[src/rtl/pfde_pkg.sv]
`timescale 1ns / 1ps

package pfde_pkg;

	localparam int SIDE    = 5;
	localparam int CELLS   = 25;
	localparam int LETTERS = 26;

	localparam logic [4:0] LETTER_I       = 5'd8;
	localparam logic [4:0] LETTER_J       = 5'd9;
	localparam logic [4:0] LETTER_Z       = 5'd25;
	localparam logic [4:0] DEFAULT_FILLER = 5'd23;

	typedef logic [4:0] letter_t;
	typedef logic [4:0] cell_idx_t;
	typedef logic [2:0] coord_t;

	// Input beat kinds
	typedef enum logic [1:0] {
		MODE_KEY    = 2'd0,
		MODE_FINISH = 2'd1,
		MODE_MSG    = 2'd2,
		MODE_END    = 2'd3
	} mode_t;

	// Commands handed from front to back
	typedef enum logic [1:0] {
		OP_KEY    = 2'd0,
		OP_FINISH = 2'd1,
		OP_PAIR   = 2'd2
	} op_t;

	typedef struct packed {
		op_t     op;
		letter_t a;
		letter_t b;
	} cmd_t;

	typedef struct packed {
		letter_t letter;
		logic    last;
	} res_t;

	typedef struct packed {
		coord_t row;
		coord_t col;
	} rc_t;

	function automatic letter_t fold_j(input letter_t c);
		return (c == LETTER_J) ? LETTER_I : c;
	endfunction

	// Split a square position into row and column
	function automatic rc_t pos_split(input cell_idx_t pos);
		cell_idx_t p;
		rc_t       rc;
		p = (pos >= cell_idx_t'(CELLS)) ? pos - cell_idx_t'(CELLS) : pos;
		priority if (p >= 5'd20) begin
			rc.row = 3'd4;
			rc.col = 3'(p - 5'd20);
		end else if (p >= 5'd15) begin
			rc.row = 3'd3;
			rc.col = 3'(p - 5'd15);
		end else if (p >= 5'd10) begin
			rc.row = 3'd2;
			rc.col = 3'(p - 5'd10);
		end else if (p >= 5'd5) begin
			rc.row = 3'd1;
			rc.col = 3'(p - 5'd5);
		end else begin
			rc.row = 3'd0;
			rc.col = 3'(p);
		end
		return rc;
	endfunction

	function automatic coord_t wrap_inc(input coord_t v);
		return (v == coord_t'(SIDE - 1)) ? 3'd0 : v + 3'd1;
	endfunction

	function automatic cell_idx_t cell_addr(input coord_t r, input coord_t c);
		return {r, 2'b00} + {2'b00, r} + {2'b00, c};
	endfunction

endpackage

[src/rtl/pfde_front.sv]
`timescale 1ns / 1ps

module pfde_front import pfde_pkg::*; (
	input  logic       clk,
	input  logic       arst_n,
	input  logic       in_valid,
	output logic       in_ready,
	input  logic [1:0] in_mode,
	input  letter_t    in_letter,
	input  logic       cfg_we,
	input  letter_t    cfg_wdata,
	input  logic       q_full,
	output logic       q_push,
	output cmd_t       q_cmd
);

	letter_t filler_q;
	letter_t held_q;
	logic    held_valid_q;
	letter_t filler_eff;
	letter_t folded;
	letter_t second;
	logic    in_range;
	logic    accept;
	mode_t   mode;

	assign in_ready = !q_full;
	assign accept   = in_valid && in_ready;
	assign mode     = mode_t'(in_mode);
	assign in_range = (in_letter <= LETTER_Z);
	assign folded   = fold_j(in_letter);

	// Hold the filler register
	always_ff @(posedge clk or negedge arst_n) begin
		if (!arst_n) begin
			filler_q <= DEFAULT_FILLER;
		end else if (cfg_we) begin
			filler_q <= cfg_wdata;
		end
	end

	assign filler_eff = fold_j((filler_q > LETTER_Z) ? DEFAULT_FILLER : filler_q);
	assign second     = (folded == held_q) ? filler_eff : folded;

	// Classify the beat and build the command
	always_comb begin
		q_push = 1'b0;
		q_cmd  = '{op: OP_KEY, a: folded, b: second};
		unique case (mode)
			MODE_KEY: begin
				q_push = accept && in_range;
			end
			MODE_FINISH: begin
				q_push   = accept;
				q_cmd.op = OP_FINISH;
			end
			MODE_MSG: begin
				q_push = accept && in_range && held_valid_q;
				q_cmd  = '{op: OP_PAIR, a: held_q, b: second};
			end
			MODE_END: begin
				q_push = accept && held_valid_q;
				q_cmd  = '{op: OP_PAIR, a: held_q, b: filler_eff};
			end
			default: begin
				q_push = 1'b0;
			end
		endcase
	end

	// Track the pending first letter of a pair
	always_ff @(posedge clk or negedge arst_n) begin
		if (!arst_n) begin
			held_valid_q <= 1'b0;
			held_q       <= '0;
		end else if (accept) begin
			if (mode == MODE_MSG && in_range) begin
				held_valid_q <= !held_valid_q;
				if (!held_valid_q) begin
					held_q <= folded;
				end
			end else if (mode == MODE_END) begin
				held_valid_q <= 1'b0;
			end
		end
	end

endmodule

[src/rtl/pfde_fifo.sv]
`timescale 1ns / 1ps

module pfde_fifo import pfde_pkg::*; (
	input  logic clk,
	input  logic arst_n,
	input  logic push,
	input  cmd_t push_cmd,
	output logic full,
	input  logic pop,
	output logic not_empty,
	output cmd_t pop_cmd
);

	cmd_t       entry_q [2];
	logic       wr_q;
	logic       rd_q;
	logic [1:0] cnt_q;

	assign full      = (cnt_q == 2'd2);
	assign not_empty = (cnt_q != 2'd0);
	assign pop_cmd   = entry_q[rd_q];

	// Store the pushed command
	always_ff @(posedge clk) begin
		if (push && !full) begin
			entry_q[wr_q] <= push_cmd;
		end
	end

	// Advance pointers and count
	always_ff @(posedge clk or negedge arst_n) begin
		if (!arst_n) begin
			wr_q  <= 1'b0;
			rd_q  <= 1'b0;
			cnt_q <= 2'd0;
		end else begin
			if (push && !full) begin
				wr_q <= !wr_q;
			end
			if (pop && not_empty) begin
				rd_q <= !rd_q;
			end
			unique case ({push && !full, pop && not_empty})
				2'b10:   cnt_q <= cnt_q + 2'd1;
				2'b01:   cnt_q <= cnt_q - 2'd1;
				default: cnt_q <= cnt_q;
			endcase
		end
	end

endmodule

[src/rtl/pfde_back.sv]
`timescale 1ns / 1ps

module pfde_back import pfde_pkg::*; (
	input  logic clk,
	input  logic arst_n,
	input  logic q_valid,
	input  cmd_t q_cmd,
	output logic q_pop,
	output logic res_valid,
	output res_t res,
	input  logic res_ready
);

	typedef enum logic [4:0] {
		ST_IDLE = 5'b00001,
		ST_FILL = 5'b00010,
		ST_CALC = 5'b00100,
		ST_OUT0 = 5'b01000,
		ST_OUT1 = 5'b10000
	} state_t;

	state_t    state_q;
	letter_t   square [CELLS];
	cell_idx_t position_of [LETTERS];
	logic [LETTERS-1:0] used_q;
	cell_idx_t fill_q;
	letter_t   walk_q;
	cell_idx_t pos_a_q;
	cell_idx_t pos_b_q;
	letter_t   sq_x_q;
	letter_t   sq_y_q;

	logic      place_req;
	letter_t   place_c;
	logic      place_ok;
	rc_t       rc_a;
	rc_t       rc_b;
	cell_idx_t addr_x;
	cell_idx_t addr_y;

	assign q_pop = (state_q == ST_IDLE) && q_valid;

	// Select a letter to place: a key letter or the fill walk
	always_comb begin
		place_req = 1'b0;
		place_c   = q_cmd.a;
		if (q_pop && q_cmd.op == OP_KEY) begin
			place_req = 1'b1;
		end else if (state_q == ST_FILL) begin
			place_req = (walk_q != LETTER_J);
			place_c   = walk_q;
		end
	end

	assign place_ok = place_req && !used_q[place_c] && (fill_q < cell_idx_t'(CELLS));

	// Write the square and the position table
	always_ff @(posedge clk) begin
		if (place_ok) begin
			square[fill_q]       <= place_c;
			position_of[place_c] <= fill_q;
		end
	end

	always_ff @(posedge clk or negedge arst_n) begin
		if (!arst_n) begin
			used_q <= '0;
			fill_q <= '0;
		end else if (place_ok) begin
			used_q[place_c] <= 1'b1;
			fill_q          <= fill_q + 5'd1;
		end
	end

	// Read both positions when a pair is popped
	always_ff @(posedge clk) begin
		if (q_pop && q_cmd.op == OP_PAIR) begin
			pos_a_q <= position_of[q_cmd.a];
			pos_b_q <= position_of[q_cmd.b];
		end
	end

	// Pick cells by the column, row or rectangle rule
	always_comb begin
		rc_a = pos_split(pos_a_q);
		rc_b = pos_split(pos_b_q);
		priority if (rc_a.col == rc_b.col) begin
			addr_x = cell_addr(wrap_inc(rc_a.row), rc_a.col);
			addr_y = cell_addr(wrap_inc(rc_b.row), rc_b.col);
		end else if (rc_a.row == rc_b.row) begin
			addr_x = cell_addr(rc_a.row, wrap_inc(rc_a.col));
			addr_y = cell_addr(rc_b.row, wrap_inc(rc_b.col));
		end else begin
			addr_x = cell_addr(rc_a.row, rc_b.col);
			addr_y = cell_addr(rc_b.row, rc_a.col);
		end
	end

	// Read both cipher letters
	always_ff @(posedge clk) begin
		if (state_q == ST_CALC) begin
			sq_x_q <= square[addr_x];
			sq_y_q <= square[addr_y];
		end
	end

	// Emit the pair
	always_comb begin
		res_valid = (state_q == ST_OUT0) || (state_q == ST_OUT1);
		res       = (state_q == ST_OUT1) ? res_t'{letter: sq_y_q, last: 1'b1}
		                                 : res_t'{letter: sq_x_q, last: 1'b0};
	end

	// Sequence the commands
	always_ff @(posedge clk or negedge arst_n) begin
		if (!arst_n) begin
			state_q <= ST_IDLE;
			walk_q  <= '0;
		end else begin
			unique case (state_q)
				ST_IDLE: begin
					if (q_valid) begin
						unique case (q_cmd.op)
							OP_FINISH: begin
								state_q <= ST_FILL;
								walk_q  <= '0;
							end
							OP_PAIR: state_q <= ST_CALC;
							default: state_q <= ST_IDLE;
						endcase
					end
				end
				ST_FILL: begin
					walk_q <= walk_q + 5'd1;
					if (walk_q == LETTER_Z) begin
						state_q <= ST_IDLE;
					end
				end
				ST_CALC: state_q <= ST_OUT0;
				ST_OUT0: begin
					if (res_ready) begin
						state_q <= ST_OUT1;
					end
				end
				ST_OUT1: begin
					if (res_ready) begin
						state_q <= ST_IDLE;
					end
				end
				default: state_q <= ST_IDLE;
			endcase
		end
	end

endmodule

[src/rtl/playfair_digraph_encryptor.sv]
`timescale 1ns / 1ps
// Playfair digraph encryptor.
// Input stream: tuser carries the beat kind (key letter, finish key, message
// letter, end of message), tdata the letter index a=0..z=25 with j read as i.
// Key letters build the 5x5 square in order, skipping repeats; finish key
// fills the rest in alphabet order. Message letters are paired and each pair
// returns two output beats, the cipher letters, with tlast on the second.
// cfg_we/cfg_wdata set the filler letter (reset x); write it only when idle.
// A front stage pairs letters and pushes commands into a two-entry queue;
// the back sequencer runs them against the square and position memories.
// Back steps: a key letter is placed when it is popped, finish key walks
// the alphabet one letter per cycle, and a pair passes the position read,
// the square read and two output beats on its way to the output register.
// The input takes a beat per cycle while the queue has room.
// Reset clears the queue, the pairing state and the used-letter set; the
// square needs no clearing pass. When the receiver stalls, the output
// register holds its beat, the back halts, and the queue fills and then
// drops s_axis_tready.

module playfair_digraph_encryptor import pfde_pkg::*; (
	input  logic       clk,
	input  logic       arst_n,
	input  logic       s_axis_tvalid,
	output logic       s_axis_tready,
	input  logic [7:0] s_axis_tdata,  // [4:0] letter
	input  logic [1:0] s_axis_tuser,  // [1:0] mode
	output logic       m_axis_tvalid,
	input  logic       m_axis_tready,
	output logic [7:0] m_axis_tdata,  // [4:0] cipher_letter
	output logic       m_axis_tlast,
	input  logic       cfg_we,
	input  logic [4:0] cfg_wdata
);

	logic q_push;
	logic q_full;
	logic q_pop;
	logic q_valid;
	cmd_t push_cmd;
	cmd_t pop_cmd;
	logic res_valid;
	logic res_ready;
	res_t res;
	logic out_valid_q;
	res_t out_q;

	pfde_front u_front (
		.clk       (clk),
		.arst_n    (arst_n),
		.in_valid  (s_axis_tvalid),
		.in_ready  (s_axis_tready),
		.in_mode   (s_axis_tuser),
		.in_letter (s_axis_tdata[4:0]),
		.cfg_we    (cfg_we),
		.cfg_wdata (cfg_wdata),
		.q_full    (q_full),
		.q_push    (q_push),
		.q_cmd     (push_cmd)
	);

	pfde_fifo u_fifo (
		.clk       (clk),
		.arst_n    (arst_n),
		.push      (q_push),
		.push_cmd  (push_cmd),
		.full      (q_full),
		.pop       (q_pop),
		.not_empty (q_valid),
		.pop_cmd   (pop_cmd)
	);

	pfde_back u_back (
		.clk       (clk),
		.arst_n    (arst_n),
		.q_valid   (q_valid),
		.q_cmd     (pop_cmd),
		.q_pop     (q_pop),
		.res_valid (res_valid),
		.res       (res),
		.res_ready (res_ready)
	);

	assign res_ready = !out_valid_q || m_axis_tready;

	// Hold the output beat until taken
	always_ff @(posedge clk or negedge arst_n) begin
		if (!arst_n) begin
			out_valid_q <= 1'b0;
		end else if (res_ready) begin
			out_valid_q <= res_valid;
		end
	end

	always_ff @(posedge clk) begin
		if (res_ready && res_valid) begin
			out_q <= res;
		end
	end

	assign m_axis_tvalid = out_valid_q;
	assign m_axis_tdata  = {3'b000, out_q.letter};
	assign m_axis_tlast  = out_q.last;

endmodule

[config.mk]
export PLATFORM = sky130hd
export DESIGN_NAME = playfair_digraph_encryptor
export DESIGN_NICKNAME = d
export VERILOG_FILES = /design/src/rtl/pfde_pkg.sv /design/src/rtl/pfde_front.sv /design/src/rtl/pfde_fifo.sv /design/src/rtl/pfde_back.sv /design/src/rtl/playfair_digraph_encryptor.sv
export SDC_FILE = /design/constraint.sdc
export NUM_CORES = 1
export LEC_CHECK = 0
export BUFFER_PORTS_ARGS = -buffer_cell sky130_fd_sc_hd__buf_2
export CORE_MARGIN = 2
export CORE_UTILIZATION = 45
export CTS_CLUSTER_DIAMETER = 50
export DETAILED_ROUTE_END_ITERATION = 12
export PLACE_DENSITY = 0.59
export SLEW_MARGIN = 0
export SYNTH_ARGS = -nofsm -noshare
export SYNTH_HDL_FRONTEND = slang
export SYNTH_SLANG_ARGS = --single-unit
[constraint.sdc]
create_clock -name clk -period 8.85 [get_ports clk]
set_clock_uncertainty 0.1 [all_clocks]
set_input_delay 1.3275 -clock clk [delete_from_list [all_inputs] [get_ports clk]]
set_output_delay 1.3275 -clock clk [all_outputs]
set_load 0.1 [all_outputs]
==> tab_implementation.tex <==
\begin{tabular}{lr}
\hline
Metric & Value \\
\hline
\multicolumn{2}{l}{\textbf{Run status}} \\
Result of the run & completed \\
\multicolumn{2}{l}{\textbf{Placement}} \\
Global placement routability congestion & 0.877 \\
Cell area after placement & 0.0198 mm² \\
Half-perimeter wire length of the detailed placement result & 33,000 µm \\
Buffers on Ports & 24 \\
\multicolumn{2}{l}{\textbf{Finish}} \\
Post-route core utilization & 50.4\% \\
Final instance area & 0.0211 mm² \\
Synthesis-to-finish area growth & 10.7\% \\
Fraction of final layout cells with drive strength greater than 1 & 14.8\% \\
Net count reported at finish & 1,718 \\
Count of antenna diodes in the layout & 0 \\
\multicolumn{2}{l}{\textbf{Route}} \\
Routed Antenna Nets & 0 \\
DR DRC count & 0 \\
Post-DR wirelength/cell & 22.7 µm \\
Total number of vias & 13,400 \\
Initial drt markers & 1,504 \\
Drt pass-1 iters & 6 \\
Routed Wire Length & 50,300 µm \\
Detailed-route vias per instance & 6.02 \\
\multicolumn{2}{l}{\textbf{Die}} \\
Horiz. Die Dim & 210 µm \\
Initial Util & 45.5\% \\
I/O pin cnt & 31 \\
Die Ht & 210 µm \\
Die Footprint & 0.0441 mm² \\
Core footprint & 0.0419 mm² \\
Number of standard-cell rows in the floorplan & 75 \\
\multicolumn{2}{l}{\textbf{Global route}} \\
Total global routing track utilization & 23.0\% \\
Antenna violations before repair & 0 \\
Global-route wire length before repair & 77,300 µm \\
Leftover overflow at the end of global routing & 0 \\
Number of global-route vias before repair & 13,100 \\
Maximum number of pins on one net before global-route repair & 62 \\
\multicolumn{2}{l}{\textbf{STA}} \\
Post-Route Hold Slack & 359 ps \\
Final slew viol count & 0 \\
Final critical-path required period & 7810 ps \\
Worst-margin pin slew & 1240 ps \\
Tightest slew margin relative to the limit & 17.1\% \\
RSZ-0062 raised after global routing & no \\
Achievable clock frequency & 0.128 GHz \\
Share of the clock period used by the worst path & 88.2\% \\
Hold violation total from the final report & 0 \\
Final number of setup-violating endpoints & 0 \\
Setup tns final & 0 ps \\
\multicolumn{2}{l}{\textbf{Synthesis}} \\
Simple-Gate Fraction of Synth Area & 14.6\% \\
Yosys warns & 0 \\
Arithmetic-cell share of the synthesized area counting full adders, half adders and majority gates & 3.45\% \\
Mean post-synth cell area & 11.7 µm² \\
Synth unique cells & 84 \\
Compound-gate portion of the synthesized area & 10.2\% \\
Number of enable flip-flop cells after synthesis & 305 \\
Portion of the post-synthesis area used by sequential elements & 55.4\% \\
Main combinational cell family by area after synthesis & simple AND/OR/NAND/NOR gates \\
Cell count after synthesis & 1,639 \\
Synthesized area & 0.0191 mm² \\
Multiplexer share of the synthesized area & 12.0\% \\
Proportion of synthesized flip-flops having asynchronous set or reset & 15.7\% \\
Total of flip-flops plus latches after synthesis & 362 \\
Post-Synth XOR/XNOR Area & 1.41\% \\
Most frequently used flop master after synthesis & edfxtp\_1 \\
\multicolumn{2}{l}{\textbf{Hold path}} \\
Path category of the worst min-delay check & reg -> reg \\
Startpoint of the tightest hold check path & u\_back.used\_q[14] \\
Capture endpoint of the worst hold path & u\_back.used\_q[14] \\
Worst hold stages & 1 \\
\multicolumn{2}{l}{\textbf{CTS}} \\
Post-cts sizing count & 0 \\
Total of hold buffers inserted after clock tree synthesis & 0 \\
Maximum buffer depth of the clock tree & 3 \\
Post-CTS setup-driven buffer insertion count & 0 \\
Clock tree from TritonCTS & yes \\
Worst-path clk slew & 50 ps \\
H-tree depth reported by CTS & 2 \\
Clock root cell & clkbuf\_16 \\
Number of sinks driven by the clock tree & 362 \\
Cts bufs inserted & 43 \\
Clock insertion delay at the later pin of the skew report & 570 ps \\
\multicolumn{2}{l}{\textbf{Critical path}} \\
CP max stage cell & and2\_1 \\
Critical Path, Cell by Cell & inv\_1 > ha\_1 > or3\_1 > a32oi\_1 > inv\_1 > ha\_1 > a21oi\_1 > o221ai\_1 > a21oi\_1 > inv\_1 > xnor2\_1 > o22ai\_1 > o21ai\_0 > ha\_1 > fa\_1 > xnor2\_1 > o21ai\_0 > and2\_1 > buf\_4 > mux2i\_1 > o22ai\_1 > o31ai\_1 > o211ai\_1 \\
Worst setup SP type & register \\
CP max stage delay & 740 ps \\
Arrival time of data at the critical path endpoint & 7980 ps \\
Crit-path max FO & 23 \\
Worst reg2reg startpoint & u\_back.pos\_a\_q[1] \\
Reg2Reg Depth & 23 \\
Crit end category & register \\
Worst setup path category & reg -> reg \\
Reg2reg setup slack & 1040 ps \\
Critical R2R Capture & u\_back.sq\_x\_q[3] \\
CP required & 9020 ps \\
\multicolumn{2}{l}{\textbf{Run}} \\
Max-capacitance violation count & 0 \\
\hline
\end{tabular}
worst max-delay path: cells and delay by family (launching register included):
kind	cells	cell delay (ps)
compound gates	10	3250
simple gates	2	1150
fa+ha+maj	4	1140
buf+inv	4	840
flops	1	520
xor+xnor	2	320
mux	1	230
registers in the layout, indices dropped and copies added, names as in the netlist, 24 cells and up:
signal	count
u_fifo.entry_q	24
u_back.square	125
u_back.position_of	130
u_back.used_q	26
cells by family after synthesis:
kind of cell,Yosys count
AOI/OAI and AO/OA,273
buffers and inverters,129
DFF,362
xor gates and xnor gates,30
other,1
muxes,178
and+or+nand+nor,617
adders and majority gates,49
synthesized netlist by cell type, drive strengths merged, types with 8 or more instances:
| cell | count | share of area [%] |
|---|---|---|
| nor2b | 9 | 0.29 |
| nand4 | 38 | 1.2 |
| o21ai | 49 | 1.3 |
| a21o | 14 | 0.55 |
| a311oi | 23 | 1.1 |
| edfxtp | 305 | 48 |
| a32oi | 12 | 0.55 |
| o22ai | 16 | 0.52 |
| nor2 | 108 | 2.1 |
| o21a | 8 | 0.31 |
| or2 | 30 | 0.98 |
| xnor2 | 17 | 0.78 |
| clkbuf | 54 | 1.1 |
| inv | 43 | 0.84 |
| mux2i | 105 | 5.5 |
| nor3 | 9 | 0.24 |
| mux4 | 36 | 4.2 |
| dfrtp | 52 | 6.8 |
| a31oi | 16 | 0.52 |
| mux2 | 37 | 2.2 |
| and2 | 20 | 0.67 |
| buf | 31 | 1.0 |
| o211ai | 20 | 0.81 |
| a211oi | 17 | 0.73 |
| and3 | 19 | 0.62 |
| xor2 | 13 | 0.64 |
| nand2 | 297 | 5.9 |
| a21oi | 42 | 1.1 |
| ha | 43 | 2.8 |
| o221ai | 8 | 0.37 |
| nand3 | 67 | 1.8 |
cell usage in the layout (no fill, tap or decap), types with 29 or more instances in the layout:
master,n
edfxtp_1,305
nand2_1,295
nor2_1,108
mux2i_1,95
nand3_1,67
dfrtp_1,52
o21ai_0,44
clkbuf_16,44
inv_1,43
ha_1,43
a21oi_1,42
nand4_1,38
mux2_2,36
mux4_2,36
or2_2,29
metrics by stage:
stage / setup slack (ps) / instances
6_report: 1040 / 2220
5_1_grt: 604 / 2220
4_1_cts: 1230 / 2220
3_5_place_dp: 1250 / 2143
3_3_place_gp: 1380 / 2143
2_1_floorplan: 3120 / 1641
how the worst max path moves through the flow:
| stage | start | endpoint | slack [ps] | cells past startpoint |
|---|---|---|---|---|
| finish | u_back.pos_a_q[1] | u_back.sq_x_q[3] | 1040 | 23 |
| global route | u_back.pos_b_q[0] | u_back.sq_x_q[3] | 600 | 23 |
| CTS | u_back.pos_a_q[1] | u_back.sq_x_q[3] | 1230 | 23 |
| detailed placement | u_back.pos_a_q[1] | u_back.sq_x_q[3] | 1250 | 23 |
| global placement | u_back.pos_a_q[1] | u_back.sq_x_q[3] | 1380 | 23 |
| floorplan | u_back.pos_a_q[1] | u_back.sq_x_q[3] | 3120 | 26 |
layout make-up:
| cell class | count | area [µm²] |
|---|---|---|
| fill | 3662 | 20800 |
| sequential | 362 | 10600 |
| multi-input combinational | 1150 | 8050 |
| clock buffer | 55 | 1180 |
| tap | 539 | 674 |
| timing repair buffer | 48 | 300 |
| clock inverter | 22 | 184 |
| inverter | 44 | 165 |
layer usage:
metal / up-vias / part of all wire [%] / track usage [%] / routed length, µm
met3: 89 / 7.9 / 4.41 / 3950
met1: 6580 / 43 / 32.1 / 21700
met5: - / 0 / 0 / 0
met4: 0 / 2.9 / 7.92 / 1450
li1: 6155 / - / - / -
met2: 548 / 46 / 36.4 / 23200
Power is not shown: default switching activity piles up to over one toggle a cycle in this logic, so the estimate is an artifact.
